`config.mk`:
```
export PLATFORM = sky130hd
export DESIGN_NAME = delayed_event_timer_queue
export DESIGN_NICKNAME = d
export VERILOG_FILES = /design/src/hdl/detq_pkg.sv /design/src/hdl/delayed_event_timer_queue.sv /design/src/hdl/detq_ctrl.sv /design/src/hdl/detq_datapath.sv
export SDC_FILE = /design/constraint.sdc
export NUM_CORES = 1
export LEC_CHECK = 0
export BUFFER_PORTS_ARGS = -buffer_cell sky130_fd_sc_hd__buf_2
export CORE_MARGIN = 2
export CORE_UTILIZATION = 32
export DETAILED_ROUTE_END_ITERATION = 6
export SLEW_MARGIN = 0
export SYNTH_ARGS = -nofsm -noshare
export SYNTH_HDL_FRONTEND = slang
export SYNTH_SLANG_ARGS = --single-unit
```
`constraint.sdc`:
```
create_clock -name clock -period 5.15 [get_ports clock]
set_clock_uncertainty 0.05 [all_clocks]
set_input_delay 0.7725 -clock clock [delete_from_list [all_inputs] [get_ports clock]]
set_output_delay 0.7725 -clock clock [all_outputs]
set_load 0.02 [all_outputs]
```
`src/hdl/detq_pkg.sv`:
```
`timescale 1ns / 1ps
// ----------------------------------------------------------------------------
// Delayed event timer queue package
// Shared codes, field widths and the control structs between the controller
// and the datapath.
// ----------------------------------------------------------------------------
package detq_pkg;

   localparam int KIND_W   = 6;
   localparam int COUNT_W  = 16;
   localparam int STATUS_W = 2;

   localparam logic CMD_INSERT = 1'b0;
   localparam logic CMD_TICK   = 1'b1;

   localparam logic [STATUS_W-1:0] STATUS_FIRED    = 2'd0;
   localparam logic [STATUS_W-1:0] STATUS_ACCEPTED = 2'd1;
   localparam logic [STATUS_W-1:0] STATUS_IGNORED  = 2'd2;
   localparam logic [STATUS_W-1:0] STATUS_OVERFLOW = 2'd3;

   localparam logic [KIND_W-1:0] KIND_NONE = '0;

   typedef struct packed {
      logic load;
      logic insert;
      logic step;
   } ctrl_cmd_type;

   typedef struct packed {
      logic out_free;
      logic walk_done;
   } ctrl_status_type;

endpackage

```
`src/hdl/delayed_event_timer_queue.sv`:
```
`timescale 1ns / 1ps
// ----------------------------------------------------------------------------
// Delayed event timer queue
// Keeps up to QUEUE_DEPTH pending events in arrival order, each with a signed
// countdown, and reports the events that fire on each tick.
// ----------------------------------------------------------------------------
// An insert word gives exactly one result word. A tick word has the
// controller walk the entry registers one entry per cycle through the head
// of the list, while the result side is not stalled; each fired entry gives
// one result word, and a tick with no fired entry gives none. A stalled
// result holds the walk until it is taken, while the next request word can
// be accepted once the walk has finished.
// ----------------------------------------------------------------------------
module delayed_event_timer_queue
   import detq_pkg::*;
#(
   parameter int QUEUE_DEPTH = 4
)
(
   input  logic                      clock,
   input  logic                      reset,
   input  logic                      req_valid,
   output logic                      req_stall,
   input  logic                      req_cmd,
   input  logic [KIND_W-1:0]         req_sound_kind,
   input  logic signed [COUNT_W-1:0] req_delay,
   output logic                      rsp_valid,
   input  logic                      rsp_stall,
   output logic [STATUS_W-1:0]       rsp_status,
   output logic [KIND_W-1:0]         rsp_fired_kind,
   output logic                      rsp_last
);

   ctrl_cmd_type    cmd;
   ctrl_status_type status;

   detq_ctrl u_ctrl (
      .clock     (clock),
      .reset     (reset),
      .req_valid (req_valid),
      .req_stall (req_stall),
      .req_cmd   (req_cmd),
      .status    (status),
      .cmd       (cmd)
   );

   detq_datapath #(
      .QUEUE_DEPTH (QUEUE_DEPTH)
   ) u_datapath (
      .clock          (clock),
      .reset          (reset),
      .cmd            (cmd),
      .status         (status),
      .req_sound_kind (req_sound_kind),
      .req_delay      (req_delay),
      .rsp_valid      (rsp_valid),
      .rsp_stall      (rsp_stall),
      .rsp_status     (rsp_status),
      .rsp_fired_kind (rsp_fired_kind),
      .rsp_last       (rsp_last)
   );

endmodule

```
`src/hdl/detq_ctrl.sv`:
```
`timescale 1ns / 1ps
// ----------------------------------------------------------------------------
// Delayed event timer queue controller
// Takes one request word at a time and sequences either an insert or a walk
// over the stored entries, one entry per step.
// ----------------------------------------------------------------------------
module detq_ctrl
   import detq_pkg::*;
(
   input  logic            clock,
   input  logic            reset,
   input  logic            req_valid,
   output logic            req_stall,
   input  logic            req_cmd,
   input  ctrl_status_type status,
   output ctrl_cmd_type    cmd
);

   typedef enum logic [1:0] {
      ST_IDLE,
      ST_INSERT,
      ST_WALK
   } state_type;

   state_type state_ff;
   logic      req_stall_ff;

   assign req_stall = req_stall_ff;

   always_comb begin
      cmd        = '0;
      cmd.load   = req_valid && !req_stall_ff && (state_ff == ST_IDLE);
      cmd.insert = (state_ff == ST_INSERT) && status.out_free;
      cmd.step   = (state_ff == ST_WALK) && status.out_free && !status.walk_done;
   end

   always_ff @(posedge clock) begin
      if (reset) begin
         state_ff     <= ST_IDLE;
         req_stall_ff <= 1'b0;
      end else begin
         unique case (state_ff)
            ST_IDLE: begin
               if (req_valid) begin
                  state_ff     <= (req_cmd == CMD_TICK) ? ST_WALK : ST_INSERT;
                  req_stall_ff <= 1'b1;
               end
            end
            ST_INSERT: begin
               if (status.out_free) begin
                  state_ff     <= ST_IDLE;
                  req_stall_ff <= 1'b0;
               end
            end
            ST_WALK: begin
               if (status.walk_done) begin
                  state_ff     <= ST_IDLE;
                  req_stall_ff <= 1'b0;
               end
            end
            default: begin
               state_ff     <= ST_IDLE;
               req_stall_ff <= 1'b0;
            end
         endcase
      end
   end

endmodule

```
`src/hdl/detq_datapath.sv`:
```
`timescale 1ns / 1ps
// ----------------------------------------------------------------------------
// Delayed event timer queue datapath
// Entry registers, occupancy, walk counter and the registered result word.
// A walk step takes the head entry, shifts the list down and either emits
// the head or puts it back, decremented, behind the surviving entries.
// ----------------------------------------------------------------------------
module detq_datapath
   import detq_pkg::*;
#(
   parameter int QUEUE_DEPTH = 4
)
(
   input  logic                      clock,
   input  logic                      reset,
   input  ctrl_cmd_type              cmd,
   output ctrl_status_type           status,
   input  logic [KIND_W-1:0]         req_sound_kind,
   input  logic signed [COUNT_W-1:0] req_delay,
   output logic                      rsp_valid,
   input  logic                      rsp_stall,
   output logic [STATUS_W-1:0]       rsp_status,
   output logic [KIND_W-1:0]         rsp_fired_kind,
   output logic                      rsp_last
);

   localparam int OCC_W = $clog2(QUEUE_DEPTH + 1);
   localparam int IDX_W = (QUEUE_DEPTH > 1) ? $clog2(QUEUE_DEPTH) : 1;

   logic [KIND_W-1:0]         slot_kind_ff  [QUEUE_DEPTH];
   logic [KIND_W-1:0]         slot_kind_in  [QUEUE_DEPTH];
   logic signed [COUNT_W-1:0] slot_count_ff [QUEUE_DEPTH];
   logic signed [COUNT_W-1:0] slot_count_in [QUEUE_DEPTH];
   logic [OCC_W-1:0]          occ_ff, occ_in;
   logic [OCC_W-1:0]          left_ff, left_in;
   logic [KIND_W-1:0]         kind_ff;
   logic signed [COUNT_W-1:0] delay_ff;
   logic                      rsp_valid_ff, rsp_valid_in;
   logic [STATUS_W-1:0]       rsp_status_ff, rsp_status_in;
   logic [KIND_W-1:0]         rsp_kind_ff, rsp_kind_in;
   logic                      rsp_last_ff, rsp_last_in;

   logic [QUEUE_DEPTH-1:0]    fire;
   logic                      later_fire;
   logic                      full;
   logic [OCC_W-1:0]          tail_idx;
   logic [IDX_W-1:0]          ins_idx;

   assign rsp_valid      = rsp_valid_ff;
   assign rsp_status     = rsp_status_ff;
   assign rsp_fired_kind = rsp_kind_ff;
   assign rsp_last       = rsp_last_ff;

   assign status.out_free  = !rsp_valid_ff || !rsp_stall;
   assign status.walk_done = (left_ff == '0);

   assign full     = (occ_ff == OCC_W'(QUEUE_DEPTH));
   assign tail_idx = occ_ff - OCC_W'(1);
   assign ins_idx  = occ_ff[IDX_W-1:0];

   always_comb begin
      for (int k = 0; k < QUEUE_DEPTH; k++) begin
         fire[k] = slot_count_ff[k][COUNT_W-1] || (slot_count_ff[k] == '0);
      end
      later_fire = 1'b0;
      for (int k = 1; k < QUEUE_DEPTH; k++) begin
         if ((OCC_W'(k) < left_ff) && fire[k]) begin
            later_fire = 1'b1;
         end
      end
   end

   always_comb begin
      slot_kind_in  = slot_kind_ff;
      slot_count_in = slot_count_ff;
      occ_in        = occ_ff;
      left_in       = left_ff;
      rsp_valid_in  = rsp_valid_ff && rsp_stall;
      rsp_status_in = rsp_status_ff;
      rsp_kind_in   = rsp_kind_ff;
      rsp_last_in   = rsp_last_ff;

      if (cmd.load) begin
         left_in = occ_ff;
      end

      if (cmd.insert) begin
         rsp_valid_in = 1'b1;
         rsp_kind_in  = KIND_NONE;
         rsp_last_in  = 1'b1;
         if (full) begin
            rsp_status_in = STATUS_OVERFLOW;
         end else if (kind_ff == KIND_NONE) begin
            rsp_status_in = STATUS_IGNORED;
         end else begin
            rsp_status_in          = STATUS_ACCEPTED;
            slot_kind_in[ins_idx]  = kind_ff;
            slot_count_in[ins_idx] = delay_ff;
            occ_in                 = occ_ff + OCC_W'(1);
         end
      end

      if (cmd.step) begin
         left_in = left_ff - OCC_W'(1);
         for (int k = 0; k < QUEUE_DEPTH - 1; k++) begin
            slot_kind_in[k]  = slot_kind_ff[k + 1];
            slot_count_in[k] = slot_count_ff[k + 1];
         end
         if (fire[0]) begin
            occ_in        = tail_idx;
            rsp_valid_in  = 1'b1;
            rsp_status_in = STATUS_FIRED;
            rsp_kind_in   = slot_kind_ff[0];
            rsp_last_in   = !later_fire;
         end else begin
            for (int k = 0; k < QUEUE_DEPTH; k++) begin
               if (OCC_W'(k) == tail_idx) begin
                  slot_kind_in[k]  = slot_kind_ff[0];
                  slot_count_in[k] = slot_count_ff[0] - COUNT_W'(1);
               end
            end
         end
      end
   end

   always_ff @(posedge clock) begin
      if (reset) begin
         occ_ff       <= '0;
         left_ff      <= '0;
         rsp_valid_ff <= 1'b0;
      end else begin
         occ_ff       <= occ_in;
         left_ff      <= left_in;
         rsp_valid_ff <= rsp_valid_in;
      end
   end

   always_ff @(posedge clock) begin
      slot_kind_ff  <= slot_kind_in;
      slot_count_ff <= slot_count_in;
      rsp_status_ff <= rsp_status_in;
      rsp_kind_ff   <= rsp_kind_in;
      rsp_last_ff   <= rsp_last_in;
      if (cmd.load) begin
         kind_ff  <= req_sound_kind;
         delay_ff <= req_delay;
      end
   end

endmodule

```
==> results of run 1 <==
final timing paths:
check / start / end
worst max-delay path: u_datapath.occ_ff[0] / u_datapath.slot_count_ff[27]
worst min-delay path: u_datapath.rsp_fired_kind[4] / u_datapath.rsp_fired_kind[4]
worst max register to register: u_datapath.occ_ff[0] / u_datapath.slot_count_ff[27]
worst min register to register: u_datapath.rsp_fired_kind[4] / u_datapath.rsp_fired_kind[4]
per-stage QoR:
stage	utilization (%)	total power, µW	setup slack, ns
detailed placement	34.6	1280	1.61
CTS	37.6	2450	1.99
floorplan	-	1230	2.28
finish	37.6	2430	1.97
global route	37.6	2500	1.76
global placement	34.6	1280	1.70
worst register-to-register path: cells and delay by family, from the launching register on:
kind | cells | cell delay [ns]
compound gates | 1 | 0.51
fa+ha+maj | 1 | 0.26
buf+inv | 1 | 0.13
flops | 1 | 0.46
simple gates | 2 | 1.41
power groups by stage:
stage / sequential, µW / combinational, µW / clock (µW)
2_1_floorplan: 1180 / 52.8 / 0
3_3_place_gp: 1190 / 89.7 / 0
3_5_place_dp: 1190 / 90.0 / 0
4_1_cts: 1170 / 90.9 / 1190
5_1_grt: 1170 / 99.5 / 1230
6_report: 1170 / 89.1 / 1170
placed cells by master, fill, tap and decap left out, drive strengths merged, types with 3 or more instances in the layout:
| master | n |
|---|---|
| a32oi | 7 |
| a31oi | 3 |
| a22o | 6 |
| edfxtp | 88 |
| nand2b | 5 |
| a21oi | 27 |
| mux2i | 57 |
| a32o | 3 |
| nor2b | 3 |
| buf | 42 |
| and3 | 8 |
| nor2 | 57 |
| nand3 | 12 |
| clkbuf | 19 |
| dfxtp | 41 |
| nor4 | 12 |
| nor4b | 3 |
| o21ai | 83 |
| ha | 11 |
| a211oi | 3 |
| nand2 | 79 |
| or2 | 3 |
| xnor2 | 10 |
| clkinv | 5 |
| and2 | 5 |
| nor3 | 11 |
| nand4 | 3 |
| inv | 14 |
cells by family after synthesis:
group	share of synthesized area, %
AND/OR/NAND/NOR	16.0
AO/OA/AOI/OAI	13.5
flip-flops	54.6
multiplexers	9.00
buffers and inverters	3.20
XOR/XNOR	1.52
adder cells (fa/ha/maj)	2.17
synth_stat cells, types with 5 or more instances:
cell	number	area [µm²]
a21oi_1	26	130
a22o_1	6	52.6
a32oi_1	7	61.3
and2_1	5	31.3
and3_1	8	50.1
buf_2	15	75.1
clkbuf_1	11	41.3
dfxtp_1	41	821
edfxtp_1	88	2640
ha_1	11	138
inv_1	8	30.0
mux2i_1	57	571
nand2_1	79	297
nand2b_1	5	31.3
nand3_1	9	45.0
nor2_1	57	214
nor3_1	11	55.1
nor4_1	10	62.6
o21ai_0	65	325
o21ai_1	18	90.1
xnor2_1	10	87.6
state kept, by name, indices dropped and copies added (netlist names), 2 cells and up:
register / count
u_ctrl.state_ff: 2
u_datapath.delay_ff: 16
u_datapath.kind_ff: 6
u_datapath.left_ff: 3
u_datapath.occ_ff: 3
u_datapath.rsp_fired_kind: 6
u_datapath.rsp_status: 2
u_datapath.slot_count_ff: 64
u_datapath.slot_kind_ff: 24
area by class of cell:
class,instances,area (µm²),share of cell area (%)
well taps,265,332,4.54
clock inverters,13,124,1.69
inverters,8,30.0,0.411
clock buffers,19,454,6.21
repair buffers,42,223,3.05
multi-input cells,430,2680,36.7
flip-flops and latches,129,3460,47.4
metal layers:
layer / global-route usage [%] / up-vias / part of all wire [%]
met3: 3.65 / 12 / 6.1
met1: 22.5 / 2149 / 50
met5: 0 / - / 0
li1: - / 2265 / -
met4: 4.91 / 0 / 0.95
met2: 20.8 / 137 / 43
==> impl_results.md, run 1 <==
- Status: complete, no violations
- Synth Instances: 600
- Port Buf Inserts: 37
- Sink Count: 129
- Initial antenna violation count: 0
- Congestion Overflow GR: 0
- Combinational group share of total power: 3.7%
- Setup violators final: 0
- Hold_buf cts: 0
- Num CTS Buffers: 17
- P&R area growth vs syn: 15.3%
- H-tree Lvls: 4
- Routed vias/inst: 5.04
- Clk root buf: clkbuf_16
- Worst Path Required: 5.16 ns
- Final Hold Fails: 0
- Setup TNS: 0 ns
- Final ANT Viol Nets: 0
- GPL Wtd Cong: 0.791
- CTS tree: done
- Slew Viols, Final: 0
- Path type of the worst min-delay path: register to register
- Crit path time final: 3.18 ns
- Max_slew headroom: 33.5%
- CP bufs+invs: 1
- Part of the cycle the worst path needs: 61.7%
- Peak VDD IR: 0.224 mV
- DRT Pass-1 Iters: 6
- Die W: 145 µm
- Initial Util: 32.6%
- Synth Flop Type: edfxtp_1
- Nets: 666
- Antenna cells: 0
- Reg2reg path depth: 5
- Largest net degree at the start of global routing: 35
- Final WL: 15,100 µm
- Crit path capture type: register
- Setup Crit Path Kind: register to register
- Clock Power Share: 48.2%
- Fill cells: 1,884
- Vias in the first global route: 4,069
- Syn_nets: 638
- PwrDens: 332 nW/µm²
- Die span in y: 145 µm
- Fmax: 315 MHz
- Crit-path leading delay family: simple AND/OR/NAND/NOR gates
- Sequential fraction of design power: 48.1%
- I/O pins: 38
- Clock transition at path regs: 0.06 ns
- P_sw: 562 µW
- Row count: 51
- Syn_area_per_cell: 10.6 µm²
- Post-Layout Cell Count: 906
- First-pass GRT wire length: 23,300 µm
- Hold slack: 0.410 ns
- CTS max path bufs: 2
- Syn. warnings: 0
- Placed cells: 874
- Unrepaired setup endpoints after global routing: false
- Number of flops mapped to enable cells by yosys: 88
- DR WL/cell: 16.7 µm
- Flops & latches, synth: 129
- Netlist Area Pre-Place: 6340 µm²
- Layout cells sized above 1: 13.4%
- GRT Total Usage: 14.9%
- Crit-path max cell delay: 0.81 ns
- Vias: 4,563
- Cell variety after synth: 51
- Slowest CP cell: and3_1
- Post-CTS setup repair buffer count: 0
- Placed cell areas: 6730 µm²
- Sequential element share of the synthesized area: 54.6%
- Finished layout cell area: 7310 µm²
- LEAKAGE: 0.00266 µW
- Crit path max fanout: 22
- Max-capacitance violation count: 0
- Hold Crit Depth: 2
- Setup crit start kind: register
- Post-synth ARST share: 0%
- Sw Share: 23.1%
- Die ar.: 21,000 µm²
- Worst-Margin Slew: 0.997 ns
- Iteration-0 DRC Markers: 388
- Post-DP HPWL: 10,900 µm
- Worst-path cell chain: inv_1 -> ha_1 -> a211oi_2 -> and3_1 -> or2_2
- Core area: 19,500 µm²
- CP Data Arrival Time: 3.19 ns
- DRC: 0
- Reg2Reg Setup Slack: 1.97 ns
- WP depth: 5
- # resized after CTS: 0
- Worst skew pair latency: 0.43 ns
- Cell Int Power: 1870 µW
Power figures use the tool's default switching activity.
==> inputs of run 2 (changes only) <==
- ABC_AREA: default -> 1
- clock period: 5.15 -> 3.3 ns (I/O delays scaled with it)
==> impl_results.md, run 2 <==
- Unrepaired setup endpoints after global routing: false
- Fmax: 383 MHz (+22%)
- Setup TNS: 0 ns (unchanged)
- Die ar.: 23,600 µm² (+13%)
- Crit path max fanout: 17 (-23%)
- Worst-Margin Slew: 0.918 ns (-0.0797 ns)
- Vias: 5,915 (+30%)
- Syn_nets: 964 (+51%)
- Die W: 154 µm (+6.1%)
- Setup Crit Path Kind: register to register
- Setup crit start kind: register
- Worst Path Required: 3.38 ns (-1.78 ns)
- Clock Power Share: 44.8% (-3.4 points)
- DR WL/cell: 14.1 µm (-15%)
- Number of flops mapped to enable cells by yosys: 88 (unchanged)
- Sequential fraction of design power: 48.7% (+0.6 points)
- Synth area leaders: edfxtp_1 (37%), nand2_1 (15%), dfxtp_1 (11%), nand3_1 (8.3%), inv_1 (6.2%)
- Initial antenna violation count: 0 (unchanged)
- M3 GR Usage: 3.49% (-0.16 points)
- Post-synth top area cell: edfxtp_1
- Num CTS Buffers: 17 (unchanged)
- Most frequent cells in the layout: nand2_1 (282), inv_1 (119), nand3_1 (119)
- Routing usage on met1: 19.9% (-2.6 points)
- Fin util: 36.9% (-0.69 points)
- Final WL: 17,600 µm (+17%)
- Fill cells: 2,294 (+22%)
- Final ANT Viol Nets: 0 (unchanged)
- Count leader, synth: nand2_1
- Sink Count: 129 (unchanged)
- Synth Instances: 926 (+54%)
- Most common cell after layout, fill and taps aside: nand2_1
- Crit path capture type: register
- # resized after CTS: 0 (unchanged)
- I/O pins: 38 (unchanged)
- Vias in the first global route: 5,721 (+41%)
- Sw Share: 23.8% (+0.68 points)
- CTS max path bufs: 2 (unchanged)
- Clock transition at path regs: 0.06 ns (about the same)
- Crit path time final: 2.61 ns (-0.567 ns)
- Path type of the worst min-delay path: input pin to register
- Core area: 21,900 µm² (+12%)
- CP Data Arrival Time: 2.69 ns (-0.50 ns)
- Row count: 54 (+5.9%)
- Worst skew pair latency: 0.42 ns (about the same)
- Combinational group share of total power: 6.4% (+2.7 points)
- Synth Flop Type: edfxtp_1
- Status: complete, no violations
- Post-CTS setup repair buffer count: 0 (unchanged)
- Cell variety after synth: 32 (-37%)
- Layout cells sized above 1: 11.7% (-1.7 points)
- First-pass GRT wire length: 29,000 µm (+25%)
- Antenna cells: 0 (unchanged)
- Routed vias/inst: 4.74 (-5.9%)
- Area fraction of the dominant cell type after synthesis: 36.9% (-4.8 points)
- Max-capacitance violation count: 0 (unchanged)
- CTS tree: done
- PwrDens: 468 nW/µm² (+41%)
- Max_slew headroom: 38.8% (+5.3 points)
- Nets: 994 (+49%)
- Slew Viols, Final: 0 (unchanged)
- Die span in y: 154 µm (+6.1%)
- Syn_area_per_cell: 7.73 µm² (-27%)
- Congestion Overflow GR: 0 (unchanged)
- Flops & latches, synth: 129 (unchanged)
- Post-DP HPWL: 12,600 µm (+16%)
- Number of flip-flops in the largest register: 64 (unchanged)
- Largest net degree at the start of global routing: 49 (+40%)
- Clk root buf: clkbuf_16
- DRT Pass-1 Iters: 4 (-2)
- Commonest cells post-synth: nand2_1 (282), inv_1 (119), nand3_1 (119)
- Largest Register: u_datapath.slot_count_ff
- Part of the cycle the worst path needs: 79.1% (+17 points)
- Final Hold Fails: 0 (unchanged)
- Post-synth ARST share: 0% (unchanged)
- Port Buf Inserts: 37 (unchanged)
- Netlist Area Pre-Place: 7160 µm² (+13%)
- P&R area growth vs syn: 12.7%
- P_sw: 900 µW (+60%)
- Syn. warnings: 0 (unchanged)
- GRT Total Usage: 15.6% (+0.67 points)
- Biggest regs: u_datapath.slot_count_ff (64), u_datapath.slot_kind_ff (24), u_datapath.delay_ff (16)
- DRC: 0 (unchanged)
- LEAKAGE: 0.00357 µW (+34%)
- Cell Int Power: 2880 µW (+54%)
- GRT busiest layer: met2
- Setup violators final: 0 (unchanged)
- Met2 GRT Util: 26.4% (+5.6 points)
- H-tree Lvls: 4 (unchanged)
- Iteration-0 DRC Markers: 325 (-16%)
- GPL Wtd Cong: 0.824 (+4.2%)
- Initial Util: 32.7% (+0.13 points)
- Sequential element share of the synthesized area: 48.4% (-6.3 points)
- Peak VDD IR: 0.324 mV (+45%)
- Hold_buf cts: 0 (unchanged)
## run 2: cell count changes in the layout (fill, tap and decap cells not counted), sizes merged, moves of 11 or more
cell and change:
nor2 +37, mux2i -57, nor3 -11, a21oi -15
nor4 -12, nand3 +114, inv +115, nand2 +207
## run 2: power groups by stage
stage	Sequential (µW)	Combinational, µW	Clock (µW)
3_3_place_gp	1870	241	0
5_1_grt	1850	274	1790
3_5_place_dp	1880	244	0
6_report	1840	243	1690
2_1_floorplan	1870	146	0
4_1_cts	1840	245	1730
## run 2: area by class of cell
cell class                 instances  area, µm²  area share (%)
sequential                       129       3460            42.9
multi-input combinational        629       2950            36.6
inverter                         129        484            6.00
clock buffer                      18        429            5.32
tap                              280        350            4.34
timing repair buffer              50        295            3.66
clock inverter                    13       97.6            1.21
## run 2: critical path: stages, from the launching register on
cell	delay [ns]
dfxtp_1	0.38
inv_1	0.13
ha_1	0.24
nand2_1	0.07
inv_1	0.09
nor2_8	0.18
nand2_4	0.15
o21ai_2	0.74
buf_4	0.29
## run 2: path summary, 6_finish.rpt
check	start	endpoint	slack, ns	cells after the start
setup / recovery	u_datapath.occ_ff[0]	u_datapath.slot_kind_ff[7]	0.69	8
hold / removal	req_sound_kind[5]	u_datapath.kind_ff[5]	0.20	1
setup reg to reg	u_datapath.occ_ff[0]	u_datapath.slot_kind_ff[7]	0.69	8
hold reg to reg	u_datapath.rsp_fired_kind[3]	u_datapath.rsp_fired_kind[3]	0.43	2
## run 2: layer usage
metal / vias to the layer above / part of all wire (%)
li1: 3028 / -
met1: 2713 / 45
met2: 150 / 48
met3: 24 / 5.3
met4: 0 / 1.8
met5: - / 0
## run 2: metrics by stage
step                      setup slack [ns]  std cells  total power [µW]  instance area [µm²]  hold slack, ns
final                                0.690       1248              3780                 8070           0.195
after floorplan                     0.0815        926              2020                 7160           0.418
after global placement               0.648       1217              2120                 7540           0.422
after global routing                 0.484       1248              3910                 8070           0.173
after detailed placement             0.581       1217              2120                 7540           0.422
after CTS                            0.656       1248              3810                 8070           0.176
## run 2: cells by family after synthesis
logic type	synth area share, %
XOR/XNOR	0.979
AND/OR/NAND/NOR	31.3
adder cells (fa/ha/maj)	1.92
flip-flops	48.4
buffers and inverters	10.6
AO/OA/AOI/OAI	6.90
==> inputs of run 3 (changes only) <==
- clock period: 3.3 -> 2.15 ns (I/O delays scaled with it)
==> impl_results.md, run 3 (synthesized netlist as in run 2, its figures left out) <==
- GPL Wtd Cong: 0.846 (+2.7%)
- Number of flip-flops in the largest register: 64 (unchanged)
- Die span in y: 154 µm (unchanged)
- I/O pins: 38 (unchanged)
- Peak VDD IR: 0.531 mV (+64%)
- Die ar.: 23,600 µm² (unchanged)
- Placed cell areas: 7790 µm² (+3.3%)
- Part of the cycle the worst path needs: 96.2% (+17 points)
- First-pass GRT wire length: 29,400 µm (+1.4%)
- Worst Path Required: 2.28 ns (-1.10 ns)
- Crit path max fanout: 10 (-7)
- Crit-path max cell delay: 0.33 ns (-0.41 ns)
- Die W: 154 µm (unchanged)
- PwrDens: 738 nW/µm² (+58%)
- Clk root buf: clkbuf_16
- Status: complete, no violations
- Setup Crit Path Kind: register to register
- Congestion Overflow GR: 0 (unchanged)
- Hold path startpoint: req_delay[7]
- Largest Register: u_datapath.slot_count_ff
- Finished layout cell area: 8550 µm² (+5.9%)
- Routed vias/inst: 4.74 (about the same)
- PnR worst setup slack: 0.0823 ns (-0.607 ns)
- Layout cells sized above 1: 15.4% (+3.8 points)
- Antenna cells: 0 (unchanged)
- Worst R2R Start: u_datapath.occ_ff[0]
- Vias: 6,048 (+2.2%)
- Nets: 1,022 (+2.8%)
- Crit path time final: 2.07 ns (-0.543 ns)
- Initial Util: 32.7% (unchanged)
- Slew Viols, Final: 0 (unchanged)
- Biggest regs: u_datapath.slot_count_ff (64), u_datapath.slot_kind_ff (24), u_datapath.delay_ff (16)
- DRT Pass-1 Iters: 5 (+1)
- DRC: 0 (unchanged)
- Most common cell after layout, fill and taps aside: nand2_1
- DR WL/cell: 14.4 µm (+1.9%)
- Final Hold Fails: 0 (unchanged)
- P&R area growth vs syn: 19.4%
- Fill cells: 2,269 (-1.1%)
- Path type of the worst min-delay path: input pin to register
- Pre-CTS setup slack: -0.0465 ns (-0.628 ns)
- Port Buf Inserts: 37 (unchanged)
- Largest net degree at the start of global routing: 32 (-35%)
- Row count: 54 (unchanged)
- Core area: 21,900 µm² (unchanged)
- H-tree Lvls: 4 (unchanged)
- Vias in the first global route: 5,630 (-1.6%)
- Num CTS Buffers: 17 (unchanged)
- Iteration-0 DRC Markers: 373 (+15%)
- CP Data Arrival Time: 2.19 ns (-0.50 ns)
- CTS max path bufs: 2 (unchanged)
- CTS tree: done
- Unrepaired setup endpoints after global routing: true
- Setup violators final: 0 (unchanged)
- Most frequent CP cell: nand2_1
- Post-DP HPWL: 13,400 µm (+5.7%)
- Initial antenna violation count: 0 (unchanged)
- LEAKAGE: 0.00379 µW (+6.3%)
- Setup crit start kind: register
- Final WL: 18,400 µm (+4.3%)
- Max-capacitance violation count: 0 (unchanged)
- Reg2reg path depth: 11 (+3)
- Hold Crit Depth: 1 (unchanged)
- Slowest CP cell: dfxtp_1
- Most frequent cells in the layout: nand2_1 (281), nand3_1 (119), inv_1 (117)
- Fin util: 39.0% (+2.2 points)
- Fmax: 484 MHz (+26%)
- Worst-Margin Slew: 0.549 ns (-0.369 ns)
- Crit path capture type: register
- Final ANT Viol Nets: 0 (unchanged)
- Setup TNS: 0 ns (unchanged)
- Clock transition at path regs: 0.06 ns (about the same)
- Worst skew pair latency: 0.42 ns (about the same)
- Critical Path Source: u_datapath.occ_ff[0]
- Worst-path cell chain: inv_1 -> buf_4 -> ha_1 -> ha_2 -> nor2_2 -> nand3_2 -> inv_2 -> buf_6 -> nand2_1 -> nand3_1 -> nand2_1
- Max_slew headroom: 63.3% (+25 points)
- GRT Total Usage: 15.8% (+0.22 points)
- Sink Count: 129 (unchanged)
-- run 3: per-layer routing --
metal	global-route usage, %	part of all wire [%]	up-vias
met5	0	0	-
met4	6.68	2.5	0
met3	2.93	4.9	31
met2	25.6	48	177
met1	20.9	45	2750
li1	-	-	3090
-- run 3: area by class of cell --
cell class | instances | area, µm² | share of cell area [%]
clock inverter | 10 | 119 | 1.39
multi-input combinational | 629 | 3010 | 35.3
tap | 280 | 350 | 4.10
clock buffer | 22 | 518 | 6.06
inverter | 129 | 493 | 5.77
timing repair buffer | 78 | 588 | 6.88
sequential | 129 | 3460 | 40.5
-- run 3: per-stage QoR --
stage | hold slack [ns] | total power, µW | instances
5_1_grt | 0.00810 | 6500 | 1277
3_3_place_gp | 0.414 | 3280 | 1244
6_report | 0.0219 | 6310 | 1277
2_1_floorplan | 0.342 | 3100 | 926
4_1_cts | 0.00577 | 6340 | 1276
3_5_place_dp | 0.423 | 3280 | 1244
-- run 3: power by group --
| part | internal, µW | total, µW | switching (µW) |
|---|---|---|---|
| Sequential | 2750 | 2830 | 78.6 |
| Combinational | 142 | 411 | 269 |
| Clock | 1950 | 3070 | 1120 |
-- run 3: worst paths after layout --
| check | end | slack, ns |
|---|---|---|
| hold reg to reg | u_datapath.rsp_fired_kind[0] | 0.43 |
| hold / removal | u_datapath.delay_ff[7] | 0.02 |
| setup reg to reg | u_datapath.slot_kind_ff[16] | 0.08 |
| setup / recovery | u_datapath.slot_kind_ff[16] | 0.08 |
-- run 3: worst max-delay path, delay by kind of cell (launching register included) --
family	cells	cell delay, ns
adder cells (fa/ha/maj)	2	0.51
buffers and inverters	4	0.47
flip-flops	1	0.33
AND/OR/NAND/NOR	5	0.46
-- run 3: repair_timing --
| item | in CTS | in global routing |
|---|---|---|
| hold buffers | 0 | 0 |
| pin swaps | 0 | 3 |
| gates resized for setup | 5 | 21 |
| endpoints found under the setup margin | 15 | 69 |
| setup buffers | 0 | 0 |
| gates cloned | 0 | 1 |
